<file path="src/rtl/lstb_pkg.sv">
// ----------------------------------------------------------------------------
// Line sensor top-two bisector: shared package
// Widths, register indexes, the rank hand-off type and the depth table
// that the rank cells, the report pipeline and the top level share.
// ----------------------------------------------------------------------------
package lstb_pkg;

	// Defaults for the top-level parameters.
	localparam int DEF_SENSOR_COUNT = 15;
	localparam int DEF_SAMPLE_BITS  = 12;

	// Fixed field widths.
	localparam int CHANNEL_W   = 4;
	localparam int SAMPLE_W    = 12;
	localparam int BEARING_W   = 9;
	localparam int HALF_DEG_W  = 10;
	localparam int DEPTH_W     = 16;
	localparam int DIFF_W      = 8;
	localparam int CFG_INDEX_W = 3;
	localparam int CFG_DATA_W  = 63;

	// Layout of the configuration words.
	localparam int THR_FIELD_W       = 12;
	localparam int THR_PER_WORD      = 5;
	localparam int BEARINGS_PER_WORD = 7;

	// Number of rank cells in the row: the brightest and the runner-up.
	localparam int RANK_COUNT = 2;

	// Angles in degrees, and a full turn in half degrees.
	localparam int DIFF_MAX      = 180;
	localparam int FULL_TURN     = 360;
	localparam int HALF_DEG_TURN = 720;

	typedef enum logic [CFG_INDEX_W-1:0] {
		REG_THRESHOLD_A = 3'd0,
		REG_THRESHOLD_B = 3'd1,
		REG_THRESHOLD_C = 3'd2,
		REG_BEARING_A   = 3'd3,
		REG_BEARING_B   = 3'd4,
		REG_BEARING_C   = 3'd5
	} cfg_reg_t;

	// Final ranking of one scan, handed from the cell row to the report.
	typedef struct packed {
		logic                 best_valid;
		logic [CHANNEL_W-1:0] best_channel;
		logic                 second_valid;
		logic [CHANNEL_W-1:0] second_channel;
	} rank_pair_t;

	localparam logic [63:0] Q28_ONE = 64'd268435456;
	localparam logic [63:0] PI_Q28  = 64'd843314857;

	// 1 - cos(diff/2) in Q1.15 by a short series in Q28 fixed point.
	// Only evaluated while the table below is built.
	function automatic logic [DEPTH_W-1:0] depth_of(input int unsigned diff);
		logic [63:0] x;
		logic [63:0] y;
		logic [63:0] r;
		logic [63:0] v;
		x = (64'(diff) * PI_Q28) / 64'd360;
		y = (x * x) >> 28;
		r = Q28_ONE;
		r = Q28_ONE - ((y * r) >> 28) / 64'd132;
		r = Q28_ONE - ((y * r) >> 28) / 64'd90;
		r = Q28_ONE - ((y * r) >> 28) / 64'd56;
		r = Q28_ONE - ((y * r) >> 28) / 64'd30;
		r = Q28_ONE - ((y * r) >> 28) / 64'd12;
		v = ((y * r) >> 28) >> 1;
		v = (v + 64'd4096) >> 13;
		if (v > 64'd32768) begin
			v = 64'd32768;
		end
		return v[DEPTH_W-1:0];
	endfunction

	typedef logic [DEPTH_W-1:0] depth_table_t [DIFF_MAX+1];

	function automatic depth_table_t build_depth_table();
		depth_table_t t;
		for (int i = 0; i <= DIFF_MAX; i++) begin
			t[i] = depth_of(i);
		end
		return t;
	endfunction

	localparam depth_table_t DEPTH_TABLE = build_depth_table();

endpackage

</file>
<file path="src/rtl/lstb_rank_cell.sv">
// ----------------------------------------------------------------------------
// Line sensor top-two bisector: rank cell
// Holds one ranked sample. A candidate that is strictly brighter, that meets
// an empty cell, or that was pushed down from the cell above takes the place
// and pushes the old entry on to the next cell; otherwise the candidate
// itself moves on.
// ----------------------------------------------------------------------------
module lstb_rank_cell #(
	parameter int SAMPLE_BITS = lstb_pkg::DEF_SAMPLE_BITS
) (
	input  logic                           clk,
	input  logic                           arst_n,
	input  logic                           enable,
	input  logic                           clear,
	input  logic                           cand_valid,
	input  logic                           cand_pushed,
	input  logic [SAMPLE_BITS-1:0]         cand_level,
	input  logic [lstb_pkg::CHANNEL_W-1:0] cand_channel,
	output logic                           pass_valid,
	output logic                           pass_pushed,
	output logic [SAMPLE_BITS-1:0]         pass_level,
	output logic [lstb_pkg::CHANNEL_W-1:0] pass_channel,
	output logic                           post_valid,
	output logic [SAMPLE_BITS-1:0]         post_level,
	output logic [lstb_pkg::CHANNEL_W-1:0] post_channel
);
	import lstb_pkg::*;

	logic                   held_valid_q;
	logic [SAMPLE_BITS-1:0] held_level_q;
	logic [CHANNEL_W-1:0]   held_channel_q;
	logic                   take;

	// Equal levels do not displace: the earlier arrival keeps its rank.
	// An entry pushed down from the cell above is never dimmer than what this
	// cell holds, and on equal levels it is the earlier arrival, so it always
	// takes the place.
	assign take = cand_valid
		&& (cand_pushed || !held_valid_q || (cand_level > held_level_q));

	assign pass_pushed = take;

	always_comb begin
		if (take) begin
			post_valid   = 1'b1;
			post_level   = cand_level;
			post_channel = cand_channel;
			pass_valid   = held_valid_q;
			pass_level   = held_level_q;
			pass_channel = held_channel_q;
		end else begin
			post_valid   = held_valid_q;
			post_level   = held_level_q;
			post_channel = held_channel_q;
			pass_valid   = cand_valid;
			pass_level   = cand_level;
			pass_channel = cand_channel;
		end
	end

	always_ff @(posedge clk or negedge arst_n) begin
		if (!arst_n) begin
			held_valid_q   <= 1'b0;
			held_level_q   <= '0;
			held_channel_q <= '0;
		end else if (enable) begin
			if (clear) begin
				held_valid_q   <= 1'b0;
				held_level_q   <= '0;
				held_channel_q <= '0;
			end else begin
				held_valid_q   <= post_valid;
				held_level_q   <= post_level;
				held_channel_q <= post_channel;
			end
		end
	end

endmodule

</file>
<file path="src/rtl/lstb_report.sv">
// ----------------------------------------------------------------------------
// Line sensor top-two bisector: report pipeline
// Turns the final ranking of a scan into line_seen, the bisector bearing
// and the depth, over three stages with per-stage valid and back-pressure.
// ----------------------------------------------------------------------------
module lstb_report #(
	parameter int SENSOR_COUNT = lstb_pkg::DEF_SENSOR_COUNT
) (
	input  logic                                                clk,
	input  logic                                                arst_n,
	input  logic                                                start,
	input  lstb_pkg::rank_pair_t                                ranks,
	input  logic [SENSOR_COUNT-1:0][lstb_pkg::BEARING_W-1:0]    bearing,
	output logic                                                free,
	output logic                                                result_valid,
	input  logic                                                result_ready,
	output logic                                                line_seen,
	output logic [lstb_pkg::HALF_DEG_W-1:0]                     bisector_half_deg,
	output logic [lstb_pkg::DEPTH_W-1:0]                        line_depth
);
	import lstb_pkg::*;

	localparam int CH_IDX_W = $clog2(SENSOR_COUNT);

	logic                  valid_s1;
	rank_pair_t            ranks_s1;
	logic                  valid_s2;
	logic                  seen_s2;
	logic                  pair_s2;
	logic [HALF_DEG_W-1:0] bis_s2;
	logic [DIFF_W-1:0]     diff_s2;
	logic                  valid_s3;
	logic                  seen_s3;
	logic [HALF_DEG_W-1:0] bis_s3;
	logic [DEPTH_W-1:0]    depth_s3;

	logic                  s3_free;
	logic                  s2_free;
	logic [BEARING_W-1:0]  b1;
	logic [BEARING_W-1:0]  b2;
	logic [BEARING_W-1:0]  diff_raw;
	logic [BEARING_W-1:0]  diff_fold;
	logic                  wrap;
	logic [HALF_DEG_W:0]   sum_w;
	logic [HALF_DEG_W:0]   bis_pair;
	logic [HALF_DEG_W-1:0] bis_next;

	assign s3_free = !valid_s3 || result_ready;
	assign s2_free = !valid_s2 || s3_free;
	assign free    = !valid_s1 || s2_free;

	// Second stage: bearings of both ranks, folded difference and bisector.
	assign b1       = bearing[ranks_s1.best_channel[CH_IDX_W-1:0]];
	assign b2       = bearing[ranks_s1.second_channel[CH_IDX_W-1:0]];
	assign diff_raw = (b1 > b2) ? (b1 - b2) : (b2 - b1);
	assign wrap     = diff_raw > BEARING_W'(DIFF_MAX);
	assign sum_w    = (HALF_DEG_W+1)'(b1) + (HALF_DEG_W+1)'(b2)
		+ (wrap ? (HALF_DEG_W+1)'(FULL_TURN) : '0);
	assign bis_pair = (sum_w >= (HALF_DEG_W+1)'(HALF_DEG_TURN))
		? (sum_w - (HALF_DEG_W+1)'(HALF_DEG_TURN)) : sum_w;
	assign diff_fold = wrap ? (BEARING_W'(FULL_TURN) - diff_raw) : diff_raw;

	always_comb begin
		if (!ranks_s1.best_valid) begin
			bis_next = '0;
		end else if (ranks_s1.second_valid) begin
			bis_next = bis_pair[HALF_DEG_W-1:0];
		end else begin
			bis_next = {b1, 1'b0};
		end
	end

	always_ff @(posedge clk or negedge arst_n) begin
		if (!arst_n) begin
			valid_s1 <= 1'b0;
			valid_s2 <= 1'b0;
			valid_s3 <= 1'b0;
		end else begin
			valid_s1 <= start || (valid_s1 && !s2_free);
			valid_s2 <= (valid_s1 && s2_free) || (valid_s2 && !s3_free);
			valid_s3 <= (valid_s2 && s3_free) || (valid_s3 && !result_ready);
		end
	end

	always_ff @(posedge clk) begin
		if (start) begin
			ranks_s1 <= ranks;
		end
		if (valid_s1 && s2_free) begin
			seen_s2 <= ranks_s1.best_valid;
			pair_s2 <= ranks_s1.best_valid && ranks_s1.second_valid;
			bis_s2  <= bis_next;
			diff_s2 <= diff_fold[DIFF_W-1:0];
		end
		if (valid_s2 && s3_free) begin
			seen_s3  <= seen_s2;
			bis_s3   <= bis_s2;
			depth_s3 <= pair_s2 ? DEPTH_TABLE[diff_s2] : '0;
		end
	end

	assign result_valid      = valid_s3;
	assign line_seen         = seen_s3;
	assign bisector_half_deg = bis_s3;
	assign line_depth        = depth_s3;

endmodule

</file>
<file path="src/rtl/line_sensor_top_two_bisector.sv">
// ----------------------------------------------------------------------------
// Line sensor top-two bisector: top level
// Ranks the qualifying samples of a scan and reports the line bearing and
// depth at the end of each scan.
// ----------------------------------------------------------------------------
// The block takes one sample item per clock cycle while sample_ready is
// high, with no dead cycles between scans. A sample counts when it is
// strictly above the threshold of its channel; a row of two rank cells does
// the compare and insert for each sample in the cycle it is accepted, and
// that row sets the one-item-per-cycle rate. The item flagged scan_end is
// ranked first, then the ranking is handed to a three-stage report pipeline
// and the cells start the next scan empty. The edge accepting the scan_end
// item loads the ranking into the first stage; it passes via the second to
// the third, whose valid is result_valid. The report pipeline buffers up to
// three results, so samples keep flowing while a result waits to be taken;
// sample_ready only drops when all three places are full and the result at
// the output is not being taken. Channels at or above SENSOR_COUNT are
// ignored. Thresholds and bearings are written through the configuration
// port; bearings above 359 have 360 taken off as they are written.
module line_sensor_top_two_bisector #(
	parameter int SENSOR_COUNT = lstb_pkg::DEF_SENSOR_COUNT,
	parameter int SAMPLE_BITS  = lstb_pkg::DEF_SAMPLE_BITS
) (
	input  logic                             clk,
	input  logic                             arst_n,
	input  logic                             cfg_write,
	input  logic [lstb_pkg::CFG_INDEX_W-1:0] cfg_index,
	input  logic [lstb_pkg::CFG_DATA_W-1:0]  cfg_data,
	input  logic                             sample_valid,
	output logic                             sample_ready,
	input  logic [lstb_pkg::CHANNEL_W-1:0]   channel,
	input  logic [lstb_pkg::SAMPLE_W-1:0]    sample_value,
	input  logic                             scan_end,
	output logic                             result_valid,
	input  logic                             result_ready,
	output logic                             line_seen,
	output logic [lstb_pkg::HALF_DEG_W-1:0]  bisector_half_deg,
	output logic [lstb_pkg::DEPTH_W-1:0]     line_depth
);
	import lstb_pkg::*;

	localparam int CH_IDX_W = $clog2(SENSOR_COUNT);

	// Per-channel thresholds and bearings, unpacked from the config words.
	logic [SENSOR_COUNT-1:0][SAMPLE_BITS-1:0] threshold_q;
	logic [SENSOR_COUNT-1:0][BEARING_W-1:0]   bearing_q;

	logic                   accept;
	logic                   in_range;
	logic [SAMPLE_BITS-1:0] level;
	logic [SAMPLE_BITS-1:0] thr;
	logic                   qualify;
	logic                   report_free;
	rank_pair_t             ranks;

	// Links between neighboring cells; link 0 is the incoming sample.
	logic                   link_valid   [RANK_COUNT];
	logic                   link_pushed  [RANK_COUNT];
	logic [SAMPLE_BITS-1:0] link_level   [RANK_COUNT];
	logic [CHANNEL_W-1:0]   link_channel [RANK_COUNT];

	// Contents of each cell after the current sample is ranked.
	logic                   rank_valid   [RANK_COUNT];
	logic [SAMPLE_BITS-1:0] rank_level   [RANK_COUNT];
	logic [CHANNEL_W-1:0]   rank_channel [RANK_COUNT];

	// Configuration writes land on every channel field of the word written.
	for (genvar i = 0; i < SENSOR_COUNT; i++) begin : g_cfg
		localparam int THR_WORD = i / THR_PER_WORD;
		localparam int THR_LSB  = THR_FIELD_W * (i % THR_PER_WORD);
		localparam int BRG_WORD = i / BEARINGS_PER_WORD;
		localparam int BRG_LSB  = BEARING_W * (i % BEARINGS_PER_WORD);
		localparam logic [CFG_INDEX_W-1:0] THR_REG =
			CFG_INDEX_W'(int'(REG_THRESHOLD_A) + THR_WORD);
		localparam logic [CFG_INDEX_W-1:0] BRG_REG =
			CFG_INDEX_W'(int'(REG_BEARING_A) + BRG_WORD);

		logic [BEARING_W-1:0] brg_field;

		assign brg_field = cfg_data[BRG_LSB +: BEARING_W];

		always_ff @(posedge clk or negedge arst_n) begin
			if (!arst_n) begin
				threshold_q[i] <= '0;
				bearing_q[i]   <= '0;
			end else if (cfg_write) begin
				if (cfg_index == THR_REG) begin
					threshold_q[i] <= cfg_data[THR_LSB +: SAMPLE_BITS];
				end
				if (cfg_index == BRG_REG) begin
					bearing_q[i] <= (brg_field >= BEARING_W'(FULL_TURN))
						? (brg_field - BEARING_W'(FULL_TURN)) : brg_field;
				end
			end
		end
	end

	assign sample_ready = report_free;
	assign accept       = sample_valid && sample_ready;
	assign in_range     = channel < CHANNEL_W'(SENSOR_COUNT);
	assign level        = sample_value[SAMPLE_BITS-1:0];
	assign thr          = threshold_q[channel[CH_IDX_W-1:0]];
	assign qualify      = accept && in_range && (level > thr);

	assign link_valid[0]   = qualify;
	assign link_pushed[0]  = 1'b0;
	assign link_level[0]   = level;
	assign link_channel[0] = channel;

	// The rank row: each cell hands what it does not keep to its neighbor.
	// Whatever falls out of the last cell ranks third and is dropped.
	for (genvar r = 0; r < RANK_COUNT; r++) begin : g_rank
		if (r < RANK_COUNT - 1) begin : g_mid
			lstb_rank_cell #(
				.SAMPLE_BITS (SAMPLE_BITS)
			) u_cell (
				.clk          (clk),
				.arst_n       (arst_n),
				.enable       (accept),
				.clear        (scan_end),
				.cand_valid   (link_valid[r]),
				.cand_pushed  (link_pushed[r]),
				.cand_level   (link_level[r]),
				.cand_channel (link_channel[r]),
				.pass_valid   (link_valid[r+1]),
				.pass_pushed  (link_pushed[r+1]),
				.pass_level   (link_level[r+1]),
				.pass_channel (link_channel[r+1]),
				.post_valid   (rank_valid[r]),
				.post_level   (rank_level[r]),
				.post_channel (rank_channel[r])
			);
		end else begin : g_last
			lstb_rank_cell #(
				.SAMPLE_BITS (SAMPLE_BITS)
			) u_cell (
				.clk          (clk),
				.arst_n       (arst_n),
				.enable       (accept),
				.clear        (scan_end),
				.cand_valid   (link_valid[r]),
				.cand_pushed  (link_pushed[r]),
				.cand_level   (link_level[r]),
				.cand_channel (link_channel[r]),
				.pass_valid   (),
				.pass_pushed  (),
				.pass_level   (),
				.pass_channel (),
				.post_valid   (rank_valid[r]),
				.post_level   (rank_level[r]),
				.post_channel (rank_channel[r])
			);
		end
	end

	assign ranks.best_valid     = rank_valid[0];
	assign ranks.best_channel   = rank_channel[0];
	assign ranks.second_valid   = rank_valid[1];
	assign ranks.second_channel = rank_channel[1];

	lstb_report #(
		.SENSOR_COUNT (SENSOR_COUNT)
	) u_report (
		.clk               (clk),
		.arst_n            (arst_n),
		.start             (accept && scan_end),
		.ranks             (ranks),
		.bearing           (bearing_q),
		.free              (report_free),
		.result_valid      (result_valid),
		.result_ready      (result_ready),
		.line_seen         (line_seen),
		.bisector_half_deg (bisector_half_deg),
		.line_depth        (line_depth)
	);

`ifndef SYNTHESIS
	// The runner-up is only ever filled behind a brighter or equal leader.
	assert property (@(posedge clk) disable iff (!arst_n)
		rank_valid[1] |-> (rank_valid[0] && (rank_level[0] >= rank_level[1])))
		else $error("rank row out of order");

	// Back-pressure on samples only comes from a result waiting at the output.
	assert property (@(posedge clk) disable iff (!arst_n)
		!sample_ready |-> result_valid)
		else $error("sample side stalled without a pending result");

	// A scan with no qualifying sample reports all zeros.
	assert property (@(posedge clk) disable iff (!arst_n)
		(result_valid && !line_seen) |-> ((bisector_half_deg == '0) && (line_depth == '0)))
		else $error("nonzero result without a line");

	// Reported bearing and depth stay in range.
	assert property (@(posedge clk) disable iff (!arst_n)
		result_valid |-> ((bisector_half_deg < HALF_DEG_W'(HALF_DEG_TURN))
			&& (line_depth <= DEPTH_W'(32768))))
		else $error("result out of range");
`endif

endmodule

</file>
<file path="config.mk">
export PLATFORM = sky130hd
export DESIGN_NAME = line_sensor_top_two_bisector
export DESIGN_NICKNAME = d
export VERILOG_FILES = /design/src/rtl/lstb_pkg.sv /design/src/rtl/lstb_rank_cell.sv /design/src/rtl/lstb_report.sv /design/src/rtl/line_sensor_top_two_bisector.sv
export SDC_FILE = /design/constraint.sdc
export NUM_CORES = 1
export LEC_CHECK = 0
export BUFFER_PORTS_ARGS = -buffer_cell sky130_fd_sc_hd__buf_2
export CAP_MARGIN = 20
export CORE_MARGIN = 5
export CORE_UTILIZATION = 68
export DETAILED_ROUTE_END_ITERATION = 10
export GPL_TIMING_DRIVEN = 0
export PLACE_DENSITY = 0.87
export SLEW_MARGIN = 20
export SYNTH_ARGS = -nofsm -noshare
export SYNTH_HDL_FRONTEND = slang
export SYNTH_HIERARCHICAL = 1
export SYNTH_SLANG_ARGS = --single-unit
</file>
<file path="constraint.sdc">
create_clock -name clk -period 13.8 [get_ports clk]
set_input_delay 0.69 -clock clk [delete_from_list [all_inputs] [get_ports clk]]
set_output_delay 0.69 -clock clk [all_outputs]
set_load 0.01 [all_outputs]
</file>
==> PnR_summary.wiki, run 1 <==
{| class="wikitable"
! Metric !! Value
|-
| Synthesized area divided by synthesized cell count || 10.3 sq um
|-
| Largest net degree at the start of global routing || 108
|-
| Longest Clk Path Bufs || 3
|-
| Count of mapped cells out of synthesis || 2,529
|-
| Number of core rows || 71
|-
| CTS Buf Count || 43
|-
| Hold buffer count at CTS || 0
|-
| Stop Error || [ERROR GRT-0232] Routing congestion too high. Check the congestion heatmap in the GUI.
|-
| Last step reached || global routing
|-
| Count of yosys warnings during synthesis || 6
|-
| Cell area after synthesis || 0.0260 sq mm
|-
| Y dimension of the die || 205 um
|-
| Post-CTS resize count || 0
|-
| Total track usage || 71.0%
|-
| Half-perimeter wire length after detailed placement || 76,500 um
|-
| Antenna violations before repair || 33
|-
| Global route overflow || 38
|-
| Outcome || aborted with a tool error
|-
| Effective utilization at floorplan || 69.0%
|-
| Count of input and output buffers || 111
|-
| Clock tree root buffer cell || clkbuf_16
|-
| Area post-placement || 0.0273 sq mm
|-
| Number of nets produced by synthesis || 2,719
|-
| # IOs || 117
|-
| Count of H-tree levels built during CTS || 2
|-
| Weighted congestion at the end of routability-driven global placement || 1.06
|-
| DIE WIDTH || 205 um
|-
| Setup Buffers After CTS || 0
|}
metrics by stage:
step	cells	util (%)	setup WS [ns]
4_1_cts	3234	76.4	4.32
3_5_place_dp	3154	72.4	4.54
3_3_place_gp	3151	72.1	4.69
2_1_floorplan	2529	-	6.17
per-layer routing:
metal	track usage, %	overflow
met4	64.5	14
met3	60.8	1
met2	85.0	22
met1	71.2	1
met5	37.5	0
==> run 2: changes to the inputs <==
- CORE_UTILIZATION: 68 -> 40
- PLACE_DENSITY: 0.87 -> default
- PLACE_DENSITY_LB_ADDON: default -> 0.15
==> run 2 against run 1 <==
The run now ends clean. Synthesized cell count unchanged. Synthesized area did not move.
==> PnR_summary.wiki, run 2 <==
{| class="wikitable"
! Metric !! Value
|-
| Worst max-slew margin expressed relative to the limit || 28.9%
|-
| Post-route design area || 0.0294 sq mm
|-
| Detail Route met3 WL || 7770 um
|-
| Leak pwr || 12.4 nW
|-
| Weighted congestion at the end of routability-driven global placement || 0.944 (-11%)
|-
| Fmax || 103 MHz
|-
| Critical path required time || 14.22 ns
|-
| Max Used Layer || met5
|-
| Most flops, register || threshold_q
|-
| Antenna violations before repair || 8
|-
| Count of unresolved DRC violations after routing || 0
|-
| Number of core rows || 93 (+31%)
|-
| Count of input and output buffers || 111 (unchanged)
|-
| Total negative slack || 0 ns
|-
| Half-perimeter wire length after detailed placement || 76,200 um (-0.36%)
|-
| Number of vias per cell after detailed routing || 6.10
|-
| Share of final-layout standard cells stronger than drive strength 1 || 21.8%
|-
| Pre-Repair DR Iteration Count || 6
|-
| Setup Buffers After CTS || 0 (unchanged)
|-
| Post-CTS resize count || 0 (unchanged)
|-
| Count of mapped cells out of synthesis || 2,529 (unchanged)
|-
| CTS tree || done
|-
| Ratio of total power to cell area || 208 mW/mm^2
|-
| Clock Latency Late Sink || 0.61 ns
|-
| Crit end category || flop
|-
| CTS Buf Count || 47 (+9.3%)
|-
| Hold crit path type || input pin to flop
|-
| Library cell contributing the largest single delay on the critical path || clkbuf_1
|-
| Num Clock Sinks || 409
|-
| Largest net degree at the start of global routing || 96
|-
| Transition at the pin with the smallest max-transition slack || 1.07 ns
|-
| Final wirelength || 102,000 um
|-
| Clock tree root buffer cell || clkbuf_16
|-
| DRC violation total after the first TritonRoute iteration || 1,913
|-
| Area of the core || 0.0643 sq mm
|-
| Leading cell types in the layout, fill and taps excluded || 372 x nand2_1, 352 x dfrtp_1, 224 x o21ai_0, 195 x mux2_2, 149 x buf_2
|-
| DIE WIDTH || 265 um (+29%)
|-
| First-pass GRT wire length || 150,000 um
|-
| RSZ-0062 raised after global routing || false
|-
| Met2 wire len || 46,700 um
|-
| Combined buffer and inverter count along the critical path || 7
|-
| CTS clock-pin slew for the worst setup and hold paths || 0.06 ns
|-
| # IOs || 117 (unchanged)
|-
| Longest Clk Path Bufs || 3 (unchanged)
|-
| Signed area change from the synthesized netlist to the final layout || 13.0%
|-
| Full die area || 0.0701 sq mm
|-
| Arrival time reported for the critical path endpoint || 10.14 ns
|-
| Number of global-route vias before repair || 22,304
|-
| Largest register FFs || 180
|-
| Cell area after synthesis || 0.0260 sq mm (unchanged)
|-
| Outcome || finished clean
|-
| Routed wire per std cell || 28.5 um
|-
| Most used cell along the critical path || ha_1
|-
| Effective utilization at floorplan || 40.4% (-29 points)
|-
| Type of origin of the critical path || flop
|-
| Number of max-cap violations || 0
|-
| Hold Fails Final Rpt || 0
|-
| Peak supply drop || 126 uV
|-
| Longest individual stage delay on the worst path || 0.81 ns
|-
| Area post-placement || 0.0277 sq mm (+1.7%)
|-
| Total number of nets in the final design || 2,884
|-
| Total track usage || 28.6%
|-
| Clock period minus worst slack || 9.72 ns
|-
| Hold buffer count at CTS || 1 (+1)
|-
| Y dimension of the die || 265 um (+29%)
|-
| Detailed-route wire length on metal 1 || 43,700 um
|-
| Maximum fanout along the worst path || 10
|-
| Residual antenna-violating net count after detailed routing || 0
|-
| Final clock period utilization by the worst path || 70.4%
|-
| Global route overflow || 0
|-
| Number of nets produced by synthesis || 2,719 (unchanged)
|-
| Cell family with most CP delay || buffers and inverters
|-
| Worst setup skew after layout || 0.0542 ns
|-
| Max Transition Viols Final || 0
|-
| DR vias || 21,904
|-
| Startpoint-to-endpoint class of the critical path || flop to flop
|-
| Count of H-tree levels built during CTS || 2 (unchanged)
|-
| Top Registers || threshold_q x180, bearing_q x135, u_report/line_depth x16
|-
| Leading cell type in the layout, fill and taps excluded || nand2_1
|-
| Count of yosys warnings during synthesis || 6 (unchanged)
|-
| Synthesized area divided by synthesized cell count || 10.3 sq um (unchanged)
|-
| Final setup fails || 0
|}
[run 2: final timing paths]
kind	from	to	slack [ns]	depth (start not counted)
setup / recovery	u_report/ranks_s1[1]$_DFFE_PP_	u_report/bis_s2[8]$_SDFFCE_PN0P_	4.08	32
hold / removal	sample_value[0]	g_rank[0].g_mid.u_cell/held_level_q[0]$_DFFE_PN0P_	0.38	2
setup reg to reg	u_report/ranks_s1[1]$_DFFE_PP_	u_report/bis_s2[8]$_SDFFCE_PN0P_	4.08	32
hold reg to reg	u_report/bis_s2[0]$_SDFFCE_PN0P_	u_report/bisector_half_deg[0]$_DFFE_PP_	0.42	0
max in group asynchronous	arst_n	threshold_q[48]$_DFFE_PN0P_	11.70	5
min in group asynchronous	arst_n	bearing_q[102]$_DFFE_PN0P_	0.59	2
[run 2: stage by stage]
step	power [mW]	utilization, %	setup WS (ns)	instances	hold slack (ns)
finish	6.12	45.6	4.08	3591	0.383
global placement	4.74	42.9	4.24	3495	0.405
CTS	6.07	45.6	4.12	3588	0.343
floorplan	3.71	-	6.17	2529	0.394
detailed placement	4.75	43.1	4.19	3499	0.405
global route	6.48	45.6	3.57	3588	0.363
[run 2: per-layer routing]
| metal | up-vias | GRT usage, % |
|---|---|---|
| li1 | 9611 | - |
| met1 | 11080 | 39.2 |
| met2 | 976 | 45.4 |
| met3 | 229 | 5.73 |
| met4 | 8 | 10.4 |
| met5 | - | 0 |
[run 2: cell type report]
cell class | instances | area, sq um
well taps | 855 | 1070
clock inverters | 14 | 211
inverters | 98 | 373
diodes | 3 | 7.51
multi-input cells | 1841 | 14300
fillers | 6109 | 35000
clock buffers | 74 | 1400
plain buffers | 181 | 767
flip-flops and latches | 409 | 10500
repair buffers | 116 | 686
[run 2: power breakdown]
part | leakage, nW | total (mW) | switching, mW | internal (mW)
registers | 4.91 | 1.66 | 0.167 | 1.50
clock network | 0.790 | 1.30 | 0.528 | 0.774
logic | 6.74 | 3.15 | 2.00 | 1.15
Note: power is estimated with default switching activity, not from simulation.
==> run 3: changes to the inputs <==
- ABC_AREA: default -> 1
- clock period: 13.8 -> 8.15 ns (I/O delays scaled with it)
==> run 3 against run 2 <==
Power rose by 59%. Final area rose by 3.6%. Core utilization down 0.18 points. Clock skew shrank 0.032 ns. Setup slack lost 3.5 ns. Wire length grew 16%. Die area rose by 3.4%. Sequential power up 70%.
==> PnR_summary.wiki, run 3 <==
{| class="wikitable"
! Metric !! Value
|-
| Internal power || 5.20 mW (+52%)
|-
| Total number of nets in the final design || 4,210 (+46%)
|-
| Type of origin of the critical path || flop
|-
| # IOs || 117 (unchanged)
|-
| Outcome || finished clean
|-
| Num Clock Sinks || 409 (unchanged)
|-
| Full die area || 0.0725 sq mm (+3.4%)
|-
| Clock Latency Late Sink || 0.62 ns (about the same)
|-
| Sequential Power Share || 29.0% (+1.8 points)
|-
| RSZ-0062 raised after global routing || false
|-
| Most flops, register || threshold_q
|-
| Leading cell types in the layout, fill and taps excluded || 1,178 x nand2_1, 488 x o21ai_0, 409 x inv_1, 362 x nand3_1, 352 x dfrtp_1
|-
| Final antenna diode count || 0 (-3)
|-
| Clock period minus worst slack || 7.54 ns (-2.18 ns)
|-
| Synthesized area divided by synthesized cell count || 6.97 sq um (-32%)
|-
| Most used cell along the critical path || nand2_1
|-
| Leak pwr || 15.2 nW (+22%)
|-
| Pre-Repair DR Iteration Count || 10 (+4)
|-
| DRC violation total after the first TritonRoute iteration || 3,396 (+78%)
|-
| CTS Buf Count || 49 (+4.3%)
|-
| Number of global-route vias before repair || 26,692 (+20%)
|-
| Final clock period utilization by the worst path || 92.6% (+22 points)
|-
| Count of unresolved DRC violations after routing || 0 (unchanged)
|-
| Cell area after synthesis || 0.0269 sq mm (+3.5%)
|-
| Half-perimeter wire length after detailed placement || 91,100 um (+20%)
|-
| Y dimension of the die || 269 um (+1.7%)
|-
| Footprint of the multi-input gates || 0.0138 sq mm (-3.5%)
|-
| Number of core rows || 95 (+2.2%)
|-
| Share of final-layout standard cells stronger than drive strength 1 || 8.62% (-13 points)
|-
| CTS tree || done
|-
| Count of yosys warnings during synthesis || 6 (unchanged)
|-
| Weighted congestion at the end of routability-driven global placement || 1.00 (+6.0%)
|-
| Met2 wire len || 52,500 um (+13%)
|-
| Final setup fails || 0 (unchanged)
|-
| Proportion of total power due to net switching || 46.5% (+2.5 points)
|-
| Number of max-cap violations || 0 (unchanged)
|-
| Leading cell type in the layout, fill and taps excluded || nand2_1
|-
| Worst r2r path cells || 40 (+25%)
|-
| Library cell contributing the largest single delay on the critical path || edfxtp_1
|-
| DR vias || 28,018 (+28%)
|-
| Total of fill cells in the finished design || 7,126 (+17%)
|-
| Transition at the pin with the smallest max-transition slack || 1.22 ns (+0.150 ns)
|-
| Ratio of total power to cell area || 320 mW/mm^2 (+53%)
|-
| Signed area change from the synthesized netlist to the final layout || 13.0% (about the same)
|-
| Detailed-route wire length on metal 1 || 49,500 um (+13%)
|-
| Count of mapped cells out of synthesis || 3,857 (+53%)
|-
| Longest individual stage delay on the worst path || 0.51 ns (-0.30 ns)
|-
| Clock Power Share || 24.3% (+3.0 points)
|-
| Residual antenna-violating net count after detailed routing || 0 (unchanged)
|-
| CTS clock-pin slew for the worst setup and hold paths || 0.06 ns (about the same)
|-
| Clock tree root buffer cell || clkbuf_16
|-
| Sum of internal, switching and leakage power || 9.73 mW (+59%)
|-
| Global route overflow || 0 (unchanged)
|-
| Setup Buffers After CTS || 0 (unchanged)
|-
| Largest register FFs || 180 (unchanged)
|-
| Routed wire per std cell || 24.1 um (-16%)
|-
| Hold Path Depth || 4 (+2)
|-
| Area taken by flip-flops and latches || 0.0105 sq mm (unchanged)
|-
| Crit end category || flop
|-
| Number of nets produced by synthesis || 4,047 (+49%)
|-
| Top Registers || threshold_q x180, bearing_q x135, u_report/line_depth x16
|-
| Hold crit path type || input pin to flop
|-
| Total track usage || 31.7% (+3.1 points)
|-
| Switching power total || 4.53 mW (+68%)
|-
| First-pass GRT wire length || 176,000 um (+17%)
|-
| Largest net degree at the start of global routing || 95 (-1.0%)
|-
| Worst max-slew margin expressed relative to the limit || 18.6% (-10 points)
|-
| Fmax || 133 MHz (+29%)
|-
| Startpoint-to-endpoint class of the critical path || flop to flop
|-
| Count of input and output buffers || 109 (-1.8%)
|-
| Final wirelength || 119,000 um (+16%)
|-
| Antenna violations before repair || 2 (-6)
|-
| Number of vias per cell after detailed routing || 5.68 (-6.9%)
|-
| Longest Clk Path Bufs || 3 (unchanged)
|-
| Area of the core || 0.0669 sq mm (+4.0%)
|-
| Detail Route met3 WL || 9620 um (+24%)
|-
| Effective utilization at floorplan || 40.2% (-0.18 points)
|-
| Max Transition Viols Final || 0 (unchanged)
|-
| Part of the power in combinational logic || 46.7% (-4.8 points)
|-
| Maximum fanout along the worst path || 10 (unchanged)
|-
| Count of H-tree levels built during CTS || 2 (unchanged)
|-
| Worst setup skew after layout || 0.0224 ns (-0.0318 ns)
|-
| Critical path required time || 8.46 ns (-5.76 ns)
|-
| Setup WS post-layout || 0.606 ns (-3.47 ns)
|-
| Peak supply drop || 200 uV (+59%)
|-
| Hold Fails Final Rpt || 0 (unchanged)
|-
| Max Used Layer || met5
|-
| DIE WIDTH || 269 um (+1.7%)
|-
| Worst setup slack before clock tree synthesis || 0.359 ns (-3.83 ns)
|-
| Arrival time reported for the critical path endpoint || 7.85 ns (-2.29 ns)
|}
-- run 3: cell type report --
cell class              count  area share (%)
multi-input cells        2823            45.5
well taps                 873            3.59
clock inverters            26            1.16
repair buffers            114            2.22
inverters                 425            5.25
plain buffers             198            3.22
flip-flops and latches    409            34.6
clock buffers              65            4.49
-- run 3: worst max-delay path, delay by kind of cell, from the launching register on --
family | cells | cell delay, ns
AO/OA/AOI/OAI | 5 | 0.69
XOR/XNOR | 1 | 0.32
adder cells (fa/ha/maj) | 5 | 1.53
buffers and inverters | 5 | 1.12
flip-flops | 1 | 0.51
AND/OR/NAND/NOR | 24 | 3.06
-- run 3: final timing paths --
| kind | from | end | slack, ns |
|---|---|---|---|
| worst max-delay path | u_report/ranks_s1[6]$_DFFE_PP_ | u_report/bis_s2[6]$_SDFFCE_PN0P_ | 0.61 |
| worst min-delay path | result_ready | u_report/result_valid$_DFF_PN0_ | 0.13 |
| worst max register to register | u_report/ranks_s1[6]$_DFFE_PP_ | u_report/bis_s2[6]$_SDFFCE_PN0P_ | 0.61 |
| worst min register to register | u_report/bis_s2[2]$_SDFFCE_PN0P_ | u_report/bisector_half_deg[2]$_DFFE_PP_ | 0.42 |
| max in group asynchronous | arst_n | bearing_q[33]$_DFFE_PN0P_ | 6.75 |
| min in group asynchronous | arst_n | g_rank[0].g_mid.u_cell/held_level_q[5]$_DFFE_PN0P_ | 0.39 |
-- run 3: routing by layer --
layer  global-route usage (%)  vias up
li1                         -    12967
met1                     42.9    13323
met2                     49.6     1409
met3                     5.12      317
met4                     15.5        2
met5                        0        -
-- run 3: what timing repair did --
action                                  in CTS  in global routing
endpoints found under the setup margin       0                  5
gates resized for setup                      0                 26
hold endpoints to repair                    79                  0
hold buffers                                 1                  0
-- run 3: stage by stage --
step	TNS (ns)	hold slack, ns	utilization [%]	cells	area [sq um]
4_1_cts	0	0.0946	45.4	4935	30400
3_5_place_dp	0	0.407	42.8	4843	28700
2_1_floorplan	0	0.112	-	3857	26900
5_1_grt	0	0.127	45.4	4933	30400
6_report	0	0.130	45.4	4933	30400
3_3_place_gp	-181.51	0.402	42.6	4839	28500
-- run 3: power by group through the flow --
stage,Sequential (mW),Clock (mW),Combinational [mW]
4_1_cts,2.81,2.39,4.43
3_5_place_dp,2.83,0,4.40
2_1_floorplan,2.70,0,2.95
3_3_place_gp,2.84,0,4.45
5_1_grt,2.85,2.49,4.98
6_report,2.82,2.36,4.54
